**src/design/ivf_sqrt.sv**
```systemverilog
// ----------------------------------------------------------------------------
// ivf_sqrt
// Digit-by-digit integer square root of a 64-bit value, one bit a cycle.
// ----------------------------------------------------------------------------
`default_nettype none
module ivf_sqrt (
  input  wire logic        clk,
  input  wire logic        rst,
  input  wire logic        start,
  input  wire logic [63:0] x,
  output logic             done,
  output logic [31:0]      root
);
  logic [63:0] val;
  logic [33:0] rem;
  logic [5:0]  cnt;
  logic        busy;
  logic [33:0] trial;
  logic [33:0] rem_sh;

  // Bring down two bits and test 4*root+1
  always_comb begin
    rem_sh = {rem[31:0], val[63:62]};
    trial  = {root, 2'b01};
  end

  always_ff @(posedge clk) begin
    if (rst) begin
      busy <= 1'b0;
      done <= 1'b0;
    end else begin
      done <= 1'b0;
      if (start) begin
        busy <= 1'b1;
        val  <= x;
        rem  <= '0;
        root <= '0;
        cnt  <= '0;
      end else if (busy) begin
        val <= {val[61:0], 2'b00};
        if (rem_sh >= trial) begin
          rem  <= rem_sh - trial;
          root <= {root[30:0], 1'b1};
        end else begin
          rem  <= rem_sh;
          root <= {root[30:0], 1'b0};
        end
        cnt <= cnt + 6'd1;
        if (cnt == 6'd31) begin
          busy <= 1'b0;
          done <= 1'b1;
        end
      end
    end
  end
endmodule
`default_nettype wire

```
**config.mk**
```make
export PLATFORM = sky130hd
export DESIGN_NAME = ivf_sqrt
export DESIGN_NICKNAME = d
export VERILOG_FILES = /design/src/design/ivf_sqrt.sv
export SDC_FILE = /design/constraint.sdc
export NUM_CORES = 1
export LEC_CHECK = 0
export BUFFER_PORTS_ARGS = -buffer_cell sky130_fd_sc_hd__buf_2
export CAP_MARGIN = 20
export CORE_UTILIZATION = 30
export DETAILED_ROUTE_END_ITERATION = 10
export GPL_TIMING_DRIVEN = 0
export SYNTH_ARGS = -nofsm -noshare
export SYNTH_HDL_FRONTEND = slang
export SYNTH_SLANG_ARGS = --single-unit
```
**constraint.sdc**
```tcl
create_clock -name clk -period 12.35 [get_ports clk]
set_input_delay 1.8525 -clock clk [delete_from_list [all_inputs] [get_ports clk]]
set_output_delay 1.8525 -clock clk [all_outputs]
set_load 0.005 [all_outputs]
```
==> summary.md, run 1 <==
| Metric | Value |
|---|---|
| RSZ-0062 raised after global routing | `false` |
| Synthesis-to-finish area growth | `21.4%` |
| Placer congestion estimate | `0.870` |
| Std cell rows | `57` |
| Dpl ws | `7840 ps` |
| Slew Viols, Final | `0` |
| Die H | `160 um` |
| Vias in the first global route | `5266` |
| Initial core utilization | `30.7%` |
| Reg2reg setup slack | `9040 ps` |
| Port bufs | `98` |
| CP max stage delay | `660 ps` |
| Crit path depth | `6` |
| Min-delay worst type | `register to register` |
| Worst-Margin Slew | `824 ps` |
| Core area | `0.0244 sq mm` |
| Post-synth cell types | `57` |
| Clock Tree Buf Depth | `2` |
| Min setup slack post-route | `8370 ps` |
| Hold_ws | `479 ps` |
| Detailed router's first-iteration violation count | `239` |
| Clock sinks | `around 140` |
| Max FO, Critical Path | `31` |
| Register area share after synthesis | `54.3%` |
| Avg Vias per Cell | `4.73` |
| Crit path buf inv count | `4` |
| Synthesis-stage register bit count | `approximately 140` |
| Top FF cell, synth | `edfxtp_1` |
| Resized Gates After CTS | `0` |
| Crit Path Category | `primary input to register` |
| CP startpoint kind | `primary input` |
| Setup_tns | `0 ps` |
| CTS tree | `yes` |
| Cell Chain, Critical Path | `clkbuf_1, clkbuf_1, nor2_1, nor2_4, buf_12, buf_12` |
| Finished Layout Cells | `1108` |
| Crit. End Element | `register` |
| Post-Layout Inst Area | `0.00909 sq mm` |
| Setup Skew | `roughly 13 ps` |
| Hold_buf cts | `0` |
| Arrival @ worst endpoint | `slightly above 4000 ps` |
| FF-to-FF path depth | `14` |
| WL/cell | `15.4 um` |
| Die area | `0.0256 sq mm` |
| Fin crit share | `between 30% and 40%` |
| Leak | `3.67 nW` |
| Ys Warns | `0` |
| I/O Pins | `100` |
| Post-Syn Nets | `750` |
| EDFF count, synth | `134` |
| H-tree depth | `4` |
| Hold Vio Cnt, Final | `0` |
| Avg Cell Area, Syn | `around 12 sq um` |
| # DRC | `0` |
| PD cells | `152 mW/mm^2` |
| Worst IR Drop VDD | `between 80 and 90 uV` |
| All-Layer GR Usage | `14.0%` |
| Max Freq | `251 MHz` |
| First-pass GRT wire length | `roughly 28000 um` |
| Max cap viols | `0` |
| Final min period | `3980 ps` |
| Total setup buffers inserted after CTS | `0` |
| Number of CTS-inserted buffers | `17` |
| Final HPWL DP | `about 12000 um` |
| Root buf cell | `clkbuf_16` |
| Final Setup Violations | `0` |
| Mapped Cells | `648` |
| Rel. slew slack | `45.0%` |
| Async S/R FF share, synth | `0%` |
| Total Nets Final | `871` |
| Routed wire length | `about 17000 um` |
| Placed inst area | `0.00847 sq mm` |
| Clock latency on the worst-skew pair | `430 ps` |
| Die width | `between 150 and 200 um` |
| Antenna-violating nets left | `0` |
| Status | `finished, final reports clean` |
| Share of cells above drive strength 1 | `27.7%` |
| First drt pass iteration count | `4` |
| Dpl cells | `1074` |
| Cells on Worst Hold Path | `1` |
| Via count | `5243` |
| Antenna violations before repair | `4` |
| Synthesized area | `roughly 0.0075 sq mm` |
| Total global routing overflow | `0` |
| Pin count of the biggest net entering global routing | `32` |
| CP top delay family | `buffers and inverters` |
| Worst-path clk slew | `60 ps` |
| Critical path required time | `12470 ps` |
| Slowest cell on crit path | `nor2_4` |
cells in the final DEF, fill, tap and decap left out, drive strengths merged, types with 13 or more instances in the layout:
master | Yosys | final
a21o | 15 | 15
a21oi | 49 | 49
buf | 9 | 111
clkbuf | 17 | 34
edfxtp | 134 | 134
ha | 35 | 35
inv | 43 | 49
mux2 | 62 | 62
nand2 | 31 | 31
nor2 | 98 | 98
o21ai | 17 | 17
xnor2 | 15 | 15
xor2 | 13 | 13
layer usage:
layer | up-vias | global-route usage, % | share of wire, %
met5 | - | 0 | 0.15
li1 | 2620 | - | -
met1 | 2468 | 17.8 | 46
met3 | 21 | 5.84 | 8.5
met4 | 4 | 4.94 | 1.6
met2 | 130 | 21.2 | 44
final timing paths:
check | startpoint | to
hold reg to reg | busy | done
setup reg to reg | root[9] | rem[22]
setup / recovery | start | rem[19]
hold / removal | busy | done
sequential cells by signal, summed over array words and instances (netlist names):
signal  cells
busy        1
cnt         6
val        64
rem        32
root       32
done        1
where the power goes:
part	switching, mW	leakage, nW	total, mW	internal, mW
sequential	0.0141	1.31	0.565	0.551
combinational	0.152	2.05	0.270	0.117
clock	0.220	0.302	0.543	0.323
kinds of logic (layout without fill, tap and decap cells):
kind of cell             after synthesis  after routing  synth area share (%)
XOR/XNOR                              28             28                  3.27
AND/OR/NAND/NOR                      184            184                  11.0
adder cells (fa/ha/maj)               35             35                  5.85
AO/OA/AOI/OAI                        130            130                  11.8
buffers and inverters                 69            203                  3.94
other                                  0              2                     0
multiplexers                          66             66                  9.86
flip-flops                           136            136                  54.3
worst register-to-register path, stage by stage (launching register included):
cell and delay [ps]:
edfxtp_1 380, inv_1 90, ha_1 220, clkbuf_1 180, a21oi_1 180, nand2_1 70, a41oi_1 370, a31oi_2 230
a21o_1 290, a311oi_2 360, buf_6 200, buf_6 190, nor2_1 70, a21oi_1 180, nor2_1 60
final cells by class:
| class | instances | area [sq um] |
|---|---|---|
| clock inverter | 15 | 190 |
| tap | 324 | 405 |
| buffer | 26 | 134 |
| antenna | 2 | 5.00 |
| timing repair buffer | 102 | 571 |
| inverter | 43 | 161 |
| multi-input combinational | 443 | 3140 |
| fill | 2491 | 15300 |
| clock buffer | 17 | 425 |
| sequential | 136 | 4060 |
cell usage after synthesis (all sizes together), types with 3 or more instances:
cell type  instances  area, sq um
clkbuf            17         63.8
a21oi             49          245
o211ai             5         42.5
and2               6         37.5
o21ai             17         85.1
a31oi              4         31.3
a221oi             4         35.0
nand2b             5         31.3
nor2b              7         51.3
a21o              15          113
mux2i              4         40.0
nand4              8         50.1
nor2              98          368
nor3               8         40.0
buf                9         70.1
o31ai              3         22.5
nand3              8         40.0
xnor2             15          131
o21a               4         30.0
o21bai             4         30.0
inv               43          161
nand2             31          121
ha                35          438
a211oi             3         22.5
edfxtp           134         4020
or2                3         18.8
and3               5         31.3
xor2              13          114
a21boi             3         22.5
mux2              62          698
through the flow:
stage	util (%)	power (mW)
finish	37.3	1.38
detailed placement	34.7	0.845
floorplan	-	0.775
CTS	37.3	1.39
global placement	34.4	0.844
global route	37.3	1.44
(Power assumes the default switching activity.)
==> run 2, diff against run 1 <==
- clock period: 12.35 -> 3.9 ns (I/O delays scaled with it)
==> run 2 against run 1 <==
Effect of this change: global-route usage decreased by 0.20 points; clock skew is 2.5 ps lower; sequential share of layout area barely moved; critical path depth up 7; core utilization is essentially flat; routed wire length shrank 1.3%; flip-flop and latch count is the same; combinational power grew to 3.2 times the previous value; non-clock buffer count did not move; final cell count unchanged; largest power group unchanged.
==> summary.md, run 2 (same netlist as run 1, synthesis figures left out) <==
| Metric | Value |
|---|---|
| Antenna violations before repair | `4` |
| Most frequent cells in the layout | `134 x edfxtp_1, 100 x buf_2, 97 x nor2_1` |
| Total global routing overflow | `0` |
| Total Nets Final | `871` |
| First drt pass iteration count | `5` |
| Port bufs | `98` |
| H-tree depth | `4` |
| PD cells | `480 mW/mm^2` |
| Die width | `between 150 and 200 um` |
| Detailed router's first-iteration violation count | `220` |
| I/O Pins | `100` |
| Critical path required time | `slightly above 4000 ps` |
| Total setup buffers inserted after CTS | `0` |
| Max FO, Critical Path | `10` |
| Routed wire length | `16900 um` |
| Final min period | `between 3000 and 4000 ps` |
| Resized Gates After CTS | `0` |
| Antenna-violating nets left | `0` |
| Dpl ws | `429 ps` |
| Placer congestion estimate | `0.861` |
| Final Setup Violations | `0` |
| Placed inst area | `0.00848 sq mm` |
| Max Freq | `299 MHz` |
| Rel. slew slack | `41.1%` |
| Crit Path Category | `register to register` |
| Cell Chain, Critical Path | `ha_1, clkbuf_1, a21oi_1, nand2_1, a41oi_1, a31oi_2, a21o_1, a311oi_2, buf_6, buf_6, nor2_1, a21oi_1, nor2_1` |
| Worst R2R Start | `rem[9]` |
| CP startpoint kind | `register` |
| Leak | `between 3 and 4 nW` |
| Arrival @ worst endpoint | `3500 ps` |
| Clock Tree Buf Depth | `2` |
| Pin count of the biggest net entering global routing | `33` |
| Worst-Margin Slew | `882 ps` |
| Fin crit share | `85.7%` |
| Clock latency on the worst-skew pair | `430 ps` |
| # DRC | `0` |
| Die H | `around 160 um` |
| Initial core utilization | `30.7%` |
| Worst IR Drop VDD | `roughly 280 uV` |
| CTS tree | `yes` |
| Setup Skew | `10.2 ps` |
| Slowest cell on crit path | `edfxtp_1` |
| Die area | `0.0256 sq mm` |
| First-pass GRT wire length | `27500 um` |
| Post-Layout Inst Area | `approximately 0.009 sq mm` |
| Max cap viols | `0` |
| Synthesis-to-finish area growth | `21.5%` |
| Crit. End Element | `register` |
| Min-delay worst type | `primary input to register` |
| Vias in the first global route | `5302` |
| Worst-path clk slew | `70 ps` |
| Via count | `between 5000 and 6000` |
| CP max stage delay | `410 ps` |
| RSZ-0062 raised after global routing | `false` |
| Min setup slack post-route | `about 560 ps` |
| Most common cell after layout, fill and taps aside | `edfxtp_1` |
| Hold Crit Start | `rst` |
| Root buf cell | `clkbuf_16` |
| Core area | `between 0.02 and 0.025 sq mm` |
| Biggest regs | `val (64), rem (32), root (32)` |
| Number of CTS-inserted buffers | `17` |
| WL/cell | `15.2 um` |
| Top reg by flops | `val` |
| Status | `finished, final reports clean` |
| Avg Vias per Cell | `4.72` |
| Final HPWL DP | `12300 um` |
| Share of cells above drive strength 1 | `27.7%` |
| Hold Vio Cnt, Final | `0` |
| Clock sinks | `136` |
| All-Layer GR Usage | `13.8%` |
| Std cell rows | `57` |
| Launch point of the worst path | `rem[9]` |
| Max reg flops | `64` |
| Slew Viols, Final | `0` |
| Hold_buf cts | `0` |
run 2: critical path, delay by kind of cell (launching register included):
| family | cells | cell delay (ps) |
|---|---|---|
| AO/OA/AOI/OAI | 6 | 1620 |
| AND/OR/NAND/NOR | 3 | 180 |
| buffers and inverters | 3 | 570 |
| flip-flops | 1 | 410 |
| adder cells (fa/ha/maj) | 1 | 290 |
run 2: through the flow:
stage / setup TNS [ps] / utilization (%) / hold WS, ps / cells / power [mW]
floorplan: 0 / - / 454 / 648 / 2.44
global placement: -158360 / 34.4 / 461 / 1070 / 2.66
detailed placement: 0 / 34.8 / 467 / 1074 / 2.67
CTS: 0 / 37.3 / 348 / 1106 / 4.41
global route: 0 / 37.3 / 350 / 1106 / 4.58
finish: 0 / 37.3 / 365 / 1108 / 4.36
run 2: routing by layer:
| metal | global-route usage, % | up-vias | part of all wire [%] |
|---|---|---|---|
| met1 | 17.3 | 2461 | 45 |
| met2 | 21.0 | 137 | 45 |
| li1 | - | 2613 | - |
| met3 | 6.75 | 14 | 9.2 |
| met4 | 3.68 | 2 | 1.2 |
| met5 | 0 | - | 0.10 |
run 2: worst paths after layout:
path / endpoint / slack [ps] / cells after the start
hold reg to reg: done / 480 / 1
setup / recovery: rem[22] / 560 / 13
setup reg to reg: rem[22] / 560 / 13
hold / removal: done / 370 / 2
run 2: area by class of cell:
type | instances | area [sq um]
Fill cell | 2444 | 15300
Antenna cell | 2 | 5.00
Sequential cell | 136 | 4060
Tap cell | 324 | 405
Multi-Input combinational cell | 443 | 3140
Buffer | 26 | 134
Inverter | 43 | 161
Clock buffer | 18 | 429
Timing Repair Buffer | 102 | 578
Clock inverter | 14 | 188
run 2: where the power goes:
| group | total, mW | internal [mW] | switching, mW |
|---|---|---|---|
| combinational | 0.851 | 0.373 | 0.478 |
| sequential | 1.79 | 1.75 | 0.0445 |
| clock | 1.72 | 1.03 | 0.695 |
| total | 4.36 | 3.15 | 1.22 |
