==> src/design/ivf_pkg.sv <==
// ----------------------------------------------------------------------------
// ivf_pkg
// Types and constants shared by the inverse-variance fusion block.
// ----------------------------------------------------------------------------
`default_nettype none
package ivf_pkg;

  localparam logic [1:0] STATUS_OK       = 2'd0;
  localparam logic [1:0] STATUS_EMPTY    = 2'd1;
  localparam logic [1:0] STATUS_ZERO_SIG = 2'd2;
  localparam logic [1:0] STATUS_OVERFLOW = 2'd3;

  // Divider request: 128-bit numerator over 64-bit divisor.
  typedef struct packed {
    logic [127:0] num;
    logic [63:0]  den;
  } div_req_t;

  typedef enum logic [3:0] {
    ST_IDLE,
    ST_SQUARE,
    ST_WDIV,
    ST_WSUM,
    ST_MULLO,
    ST_MULHI,
    ST_MSUM,
    ST_MDIV,
    ST_SDIV,
    ST_SQRT,
    ST_OUT
  } state_t;

endpackage
`default_nettype wire

==> src/design/ivf_div.sv <==
// ----------------------------------------------------------------------------
// ivf_div
// Restoring divider, one quotient bit per cycle, 128-bit quotient.
// ----------------------------------------------------------------------------
`default_nettype none
module ivf_div (
  input  wire logic             clk,
  input  wire logic             rst,
  input  wire logic             start,
  input  wire ivf_pkg::div_req_t req,
  output logic                  done,
  output logic [127:0]          quot
);
  logic [127:0] num;
  logic [63:0]  den;
  logic [63:0]  rem;
  logic [6:0]   cnt;
  logic         busy;
  logic [64:0]  shifted;
  logic         take;

  // Shift in one numerator bit and try the subtraction
  always_comb begin
    shifted = {rem, num[127]};
    take    = shifted >= {1'b0, den};
  end

  always_ff @(posedge clk) begin
    if (rst) begin
      busy <= 1'b0;
      done <= 1'b0;
    end else begin
      done <= 1'b0;
      if (start) begin
        busy <= 1'b1;
        cnt  <= 7'd0;
        num  <= req.num;
        den  <= req.den;
        rem  <= '0;
        quot <= '0;
      end else if (busy) begin
        num  <= {num[126:0], 1'b0};
        rem  <= take ? 64'(shifted - {1'b0, den}) : shifted[63:0];
        quot <= {quot[126:0], take};
        cnt  <= cnt + 7'd1;
        if (cnt == 7'd127) begin
          busy <= 1'b0;
          done <= 1'b1;
        end
      end
    end
  end
endmodule
`default_nettype wire

==> config.mk <==
export PLATFORM = sky130hd
export DESIGN_NAME = ivf_div
export DESIGN_NICKNAME = d
export VERILOG_FILES = /design/src/design/ivf_pkg.sv /design/src/design/ivf_div.sv
export SDC_FILE = /design/constraint.sdc
export NUM_CORES = 1
export LEC_CHECK = 0
export BUFFER_PORTS_ARGS = -buffer_cell sky130_fd_sc_hd__buf_2
export CORE_ASPECT_RATIO = 1.75
export CORE_MARGIN = 4
export CORE_UTILIZATION = 61
export CTS_CLUSTER_DIAMETER = 80
export CTS_CLUSTER_SIZE = 20
export DETAILED_ROUTE_END_ITERATION = 10
export HOLD_SLACK_MARGIN = 0.03
export PLACE_DENSITY_LB_ADDON = 0.2
export SETUP_SLACK_MARGIN = 0.05
export SLEW_MARGIN = 5
export SYNTH_ARGS = -nofsm -noshare
export SYNTH_HDL_FRONTEND = slang
export SYNTH_SLANG_ARGS = --single-unit
==> constraint.sdc <==
create_clock -name clk -period 25.8 [get_ports clk]
set_input_delay 3.87 -clock clk [delete_from_list [all_inputs] [get_ports clk]]
set_output_delay 3.87 -clock clk [all_outputs]
set_load 0.005 [all_outputs]
==> flow_summary.json, run 1 <==
{
  "pwr-share-seq": 0.542,
  "crit_required_ns": 25.96,
  "drt-total-wl_um": 47500,
  "ys_ff_latch": 393,
  "fin_crit_sh": 0.272,
  "numPortBuffers": 323,
  "synth_warnings": 0,
  "yosysTopAreaCellShare": 0.602,
  "fmax_mhz": 142,
  "worst_pin_slew_ns": 1.14,
  "relSlewSlack": 0.240,
  "grt_pass1_vias": 14000,
  "crit_path_end_kind": "flip-flop",
  "fill_cells": 2275,
  "critPathArrivalTime_ns": 7.18,
  "antenna_found_initial": 24,
  "grt_util_all_layers": 0.265,
  "drtIter0Drc": 800,
  "finalNetCount": 2104,
  "cts_tree": "done",
  "grt_max_degree": 139,
  "status": "complete, no violations",
  "final_layout_size_suffix_gt1_frac": 0.274,
  "hold_viol_final": 0,
  "reg2reg_to": "rem[51]$_SDFFCE_PP0P_",
  "design_power_total_mw": 1.44,
  "cp_cell_sequence": "buf_8, nor2_1, nor2_4, buf_4, buf_4",
  "ys_types": 76,
  "cts.sinks": 393,
  "wl_met1_um": 16400,
  "start_kind": "primary input",
  "synth_nets": 1825,
  "pwr-share-clk": 0.253,
  "drt-wirelength-per-cell_um": 21.0,
  "crit_slowest_cell": "buf_4",
  "critPathTopFamily": "buffers and inverters",
  "path_class": "primary input to flip-flop",
  "cts_setup_buffers": 0,
  "syn_inst": 1564,
  "dp_hpwl_um": 33800,
  "top_layer": "met5",
  "die_area_um2": 35000,
  "ant_nets": 0,
  "die_y_um": 244,
  "r2r-start": "rem[17]$_SDFFCE_PP0P_",
  "reg2reg_slack_ns": 21.51,
  "via_per_inst": 5.96,
  "worstSetupStartpoint": "start",
  "cts.clk_slew.worst_paths_ns": 0.08,
  "yosys_most_used_dff": "edfxtp_1",
  "start_util": 0.618,
  "rsz0062_at_grt": "no",
  "routed-wl-met3_um": 3310,
  "power_switching_mw": 0.394,
  "powerDensity_nw_per_um2": 65.3,
  "fin_skew_ns": 0.0360,
  "utilization": 0.699,
  "ys_top_cells_by_area": "edfxtp_1, mux2_2, nor2b_1, ha_1, a21oi_1",
  "async_reset_ff_frac": 0,
  "min_delay_path_depth": 1,
  "ctsResizeCount": 0,
  "htree_levels": 1,
  "drc": 0,
  "slew_violations": 0,
  "layout_min_cycle_time_ns": 7.02,
  "die-width_um": 143,
  "core_um2": 31500,
  "hold_path_class": "flip-flop to flip-flop",
  "cts-hold-fix-buffers": 0,
  "power_frac_comb": 0.205,
  "irDropWorstVdd_mv": 0.0736,
  "max_cap_viol_count": 0,
  "setup_viol": 0,
  "power.leakage_nw": 8.67,
  "fin_tns_setup_ns": 0,
  "synth_top_cell_by_area": "edfxtp_1",
  "cpPeakStageDelay_ns": 0.89,
  "hold_start": "busy$_SDFF_PP0_",
  "syn_area_per_cell_um2": 12.5,
  "num_vias": 13500,
  "ys_seq_area_frac": 0.604,
  "clk_latency_ns": 0.57,
  "grt_pass1_wl_um": 73200,
  "gp_congestion": 0.965,
  "r2r_cells": 11,
  "met2WireLength_um": 25600,
  "io_pins": 324,
  "p_int_mw": 1.05,
  "min_to": "done$_SDFF_PP0_",
  "root_buffer": "clkbuf_16",
  "rows": 86,
  "swShare": 0.273,
  "critPathBufInv": 3,
  "synth-edff-count": 391,
  "area_growth_pct": 13.1,
  "numCtsBuffers": 23,
  "cp_common_cell": "buf_4",
  "synth_area_um2": 19500,
  "cts_buffer_depth": 3,
  "grt_overflow": 0,
  "critPathMaxFanout": 138,
  "drtPass1Iterations": 5
}
-- worst register-to-register path, stage by stage, from the launching register on --
cell      delay, ns
edfxtp_1       0.44
ha_1           0.44
nand4_1        0.18
nor4_1         0.28
a21boi_1       0.49
o211a_1        0.24
o21ai_2        0.10
a21oi_2        0.26
o211a_2        0.64
buf_4          0.46
o21ai_4        0.17
o32ai_1        0.36
-- layout by cell type (no fill, tap or decap), types with 9 or more instances in the layout --
cell / instances
nand2_1: 85
xnor2_1: 29
mux2_2: 127
a21oi_1: 125
inv_1: 83
buf_4: 11
ha_1: 65
diode_2: 17
a21o_1: 33
o21ai_0: 79
edfxtp_1: 391
nand4_1: 20
nand3_1: 62
o21bai_1: 9
nor2b_1: 131
buf_2: 322
nor3_1: 23
xor2_1: 29
o21a_1: 10
a211oi_1: 9
nor2_1: 60
clkbuf_16: 23
-- cells by family (layout without fill, tap and decap cells) --
kind of cell,count (synthesis),after routing,synth area share
AO/OA/AOI/OAI,335,335,0.108
other,0,17,0
multiplexers,129,129,0.0744
XOR/XNOR,58,58,0.0261
flip-flops,393,393,0.604
adder cells (fa/ha/maj),66,66,0.0428
AND/OR/NAND/NOR,420,420,0.111
buffers and inverters,163,451,0.0336
-- power by group through the flow --
| stage | logic, mW | clock network [mW] | registers, mW |
|---|---|---|---|
| after floorplan | 0.206 | 0 | 0.804 |
| after global placement | 0.284 | 0 | 0.793 |
| after detailed placement | 0.290 | 0 | 0.794 |
| after CTS | 0.292 | 0.372 | 0.781 |
| after global routing | 0.324 | 0.397 | 0.786 |
| final | 0.295 | 0.365 | 0.781 |
-- how the worst max path moves through the flow --
stage | to | cells past startpoint | slack, ns
2_1_floorplan | cnt[0]$_SDFFCE_PP0P_ | 4 | 6.79
3_3_place_gp | quot[66]$_SDFFCE_PP0P_ | 5 | 18.29
3_5_place_dp | quot[81]$_SDFFCE_PP0P_ | 5 | 18.22
4_1_cts | quot[85]$_SDFFCE_PP0P_ | 5 | 18.77
5_1_grt | quot[92]$_SDFFCE_PP0P_ | 5 | 18.56
6_report | quot[73]$_SDFFCE_PP0P_ | 5 | 18.78
-- synthesized netlist by cell type (4+ instances only) --
library cell  count
inv_1            83
clkbuf_2          4
and3_1            6
o211ai_1          5
mux2_2          127
o21ai_0          79
xor2_1           29
nor2b_1         131
ha_1             65
or2_2             4
edfxtp_1        391
nand4_1          20
nor2_1           62
nor3_1           23
or3_1             5
clkbuf_1         60
o21bai_1          9
and2_1            6
o22ai_1           5
nand3_1          62
a31oi_1           8
o21a_1           10
nand2_1          85
xnor2_1          29
a21oi_1         125
nor4_1            4
a211oi_1          9
buf_2             9
a21o_1           33
-- registers in the layout, indices dropped and copies added, names as in the netlist --
signal and count:
num 128, done 1, den 64, busy 1
quot 128, cnt 7, rem 64
-- routing by layer --
metal,track usage,up-vias
met4,0.129,14
met5,0,-
met1,0.292,6511
met3,0.0608,136
li1,-,6337
met2,0.474,511
-- layout make-up --
class | instances | area, µm² | share of cell area
diodes | 17 | 42.5 | 0.00193
inverters | 83 | 312 | 0.0141
well taps | 396 | 495 | 0.0225
clock buffers | 31 | 606 | 0.0275
multi-input cells | 1008 | 7080 | 0.321
clock inverters | 3 | 20.0 | 0.000908
flip-flops and latches | 393 | 11800 | 0.534
repair buffers | 334 | 1710 | 0.0775
-- per-stage QoR --
step	instance area [µm²]	setup WS, ns	instances	hold WS (ns)
floorplan	19500	6.79	1564	0.460
global placement	21400	18.29	2214	0.490
detailed placement	21400	18.22	2214	0.494
CTS	22000	18.77	2248	0.503
global route	22000	18.56	2263	0.517
finish	22000	18.78	2265	0.499
Note: power is estimated with default switching activity, not from simulation.
==> run 2: changes to the inputs <==
- ABC_AREA: default -> 1
- CORE_UTILIZATION: 61 -> 58
- clock period: 25.8 -> 6.67 ns (I/O delays scaled with it)
==> run 2 against run 1 <==
Sequential share of layout area is 6.2 points lower. Clock power increased to 3.9 times the previous value. Count of clock-buffer cells in the layout unchanged. Sequential power increased to 3.9 times the previous value. Final area increased by 13%. Via count is 35% higher. Combinational power grew to 5.1 times the previous value. Wire length grew 34%. Hold slack improved by 0.011 ns. Worst setup slack lost 16 ns. Critical endpoint is now den[5]$_DFFE_PP_.
==> flow_summary.json, run 2 <==
{
  "status": "complete, no violations",
  "layout_common_cells": "nand2_1, inv_1, edfxtp_1",
  "ys_seq_area_frac": 0.529,
  "synth_warnings": 0,
  "grt_util_all_layers": 0.299,
  "critPathMaxFanout": 198,
  "power.leakage_nw": 13.1,
  "yosys_most_used_dff": "edfxtp_1",
  "cts.sinks": 393,
  "placed_area_um2": 24300,
  "relSlewSlack": 0.218,
  "fin_area_um2": 24900,
  "crit_required_ns": 6.86,
  "synthSimpleGateAreaFrac": 0.296,
  "synth_top_family_by_area": "simple AND/OR/NAND/NOR gates",
  "worst_pin_slew_ns": 1.17,
  "start_kind": "primary input",
  "cts-hold-fix-buffers": 0,
  "root_buffer": "clkbuf_16",
  "synthAdderAreaFrac": 0.0374,
  "crit_slowest_cell": "nor2_4",
  "yosysTopAreaCellShare": 0.527,
  "via_per_inst": 5.03,
  "synth_xor_area_frac": 0.0122,
  "ys_ff_latch": 393,
  "final_common_cell": "nand2_1",
  "synthMuxAreaShare": 0,
  "fmax_mhz": 289,
  "slew_violations": 0,
  "syn_inst": 2857,
  "ys_types": 31,
  "top_regs": "num x128, quot x128",
  "synth_area_um2": 22300,
  "synth_top_cell_by_area": "edfxtp_1",
  "drtPass1Iterations": 5,
  "fin_crit_sh": 0.518,
  "clk_latency_ns": 0.56,
  "reg2reg_slack_ns": 3.30,
  "critPathArrivalTime_ns": 3.65,
  "hold_viol_final": 0,
  "die-width_um": 156,
  "setup_ws_ns": 3.21,
  "async_reset_ff_frac": 0,
  "ys_top_cells_by_area": "edfxtp_1, nand2_1, inv_1, nor2_1, ha_1",
  "cts.clk_slew.worst_paths_ns": 0.09,
  "area_growth_pct": 11.9,
  "path_class": "primary input to flip-flop",
  "die_y_um": 267,
  "grt_pass1_vias": 18400,
  "finalNetCount": 3406,
  "synth_most_common_cell": "nand2_1",
  "max_cap_viol_count": 0,
  "cts_setup_buffers": 0,
  "powerDensity_nw_per_um2": 240,
  "syn_area_per_cell_um2": 7.80,
  "final_layout_size_suffix_gt1_frac": 0.122,
  "start_util": 0.590,
  "critPathTopFamily": "buffers and inverters",
  "crit_path_end_kind": "flip-flop",
  "numPortBuffers": 323,
  "irDropWorstVdd_mv": 0.303,
  "cpPeakStageDelay_ns": 0.89,
  "numCtsBuffers": 23,
  "fin_tns_setup_ns": 0,
  "ant_nets": 0,
  "io_pins": 324,
  "cp_cell_sequence": "buf_6, inv_8, nor2_4, buf_4",
  "ys_top_cells_by_count": "nand2_1, inv_1, edfxtp_1, nor2_1, nand3_1",
  "synth_nets": 3118,
  "dp_hpwl_um": 49200,
  "drc": 0,
  "antenna_found_initial": 12,
  "critPathBufInv": 3,
  "grt_pass1_wl_um": 96800,
  "grt_max_degree": 199,
  "die_area_um2": 41700,
  "htree_levels": 1,
  "drt-total-wl_um": 63400,
  "rows": 94,
  "gp_congestion": 1.05,
  "num_vias": 18300,
  "cts_tree": "done",
  "cts_buffer_depth": 3,
  "drtIter0Drc": 1125,
  "hold_path_class": "flip-flop to flip-flop",
  "setup_viol": 0,
  "post-place-ws_ns": 2.67,
  "rsz0062_at_grt": "no",
  "layout_min_cycle_time_ns": 3.46,
  "grt_overflow": 0,
  "synth_compound_area_frac": 0.0133,
  "drt-wirelength-per-cell_um": 17.4,
  "fin_skew_ns": 0.0176,
  "synth-edff-count": 391,
  "ctsResizeCount": 0,
  "core_um2": 37800
}
-- run 2: cell count changes in the layout (fill, tap and decap cells not counted), sizes merged, moves of 13 or more --
cell / change
a21o: -33
a21oi: -78
diode: -13
inv: +499
mux2: -127
nand2: +1049
nand3: +14
nand3b: +39
nor2: +314
nor2b: -131
o21ai: -76
xnor2: -28
-- run 2: worst min-delay path, delay by kind of cell (launching register included) --
family | cells | cell delay (ns)
and+or+nand+nor | 2 | 0.10
DFF | 1 | 0.33
-- run 2: report_power, final --
group	internal (mW)	switching (mW)	leakage (nW)	total, mW
clock network	0.636	0.783	0.297	1.42
registers	2.96	0.0813	3.81	3.04
logic	0.480	1.03	9.03	1.51
total	4.08	1.90	13.1	5.98
-- run 2: final timing paths --
path,start,to,cells past startpoint
worst max-delay path,start,den[5]$_DFFE_PP_,4
worst max register to register,rem[44]$_SDFFCE_PP0P_,rem[32]$_SDFFCE_PP0P_,14
worst min-delay path,num[3]$_DFFE_PP_,num[4]$_DFFE_PP_,2
worst min register to register,num[3]$_DFFE_PP_,num[4]$_DFFE_PP_,2
-- run 2: cell type report --
| cell class | count | area, µm² |
|---|---|---|
| repair buffers | 332 | 1700 |
| multi-input cells | 1813 | 8020 |
| diodes | 4 | 10.0 |
| clock buffers | 31 | 606 |
| well taps | 480 | 601 |
| inverters | 582 | 2190 |
| clock inverters | 1 | 8.76 |
| fillers | 3276 | 12800 |
| flip-flops and latches | 393 | 11800 |
-- run 2: metal layers --
| metal | part of all wire | vias to the layer above | track usage |
|---|---|---|---|
| met2 | 0.54 | 540 | 0.563 |
| met5 | 0.0012 | - | 0 |
| met4 | 0.059 | 12 | 0.155 |
| met1 | 0.34 | 8334 | 0.306 |
| met3 | 0.061 | 168 | 0.0622 |
| li1 | - | 9227 | - |
-- run 2: metrics by stage --
stage / std cells / power, mW / utilization / hold slack, ns
detailed placement: 3600 / 4.61 / 0.644 / 0.497
global placement: 3600 / 4.57 / 0.644 / 0.494
finish: 3636 / 5.98 / 0.660 / 0.509
global route: 3635 / 6.29 / 0.660 / 0.524
CTS: 3632 / 6.00 / 0.660 / 0.512
floorplan: 2857 / 4.10 / - / 0.487
-- run 2: cell families after synthesis --
logic type	count (synthesis)
AO/OA/AOI/OAI	58
XOR/XNOR	31
adder cells (fa/ha/maj)	66
buffers and inverters	651
flip-flops	393
AND/OR/NAND/NOR	1658
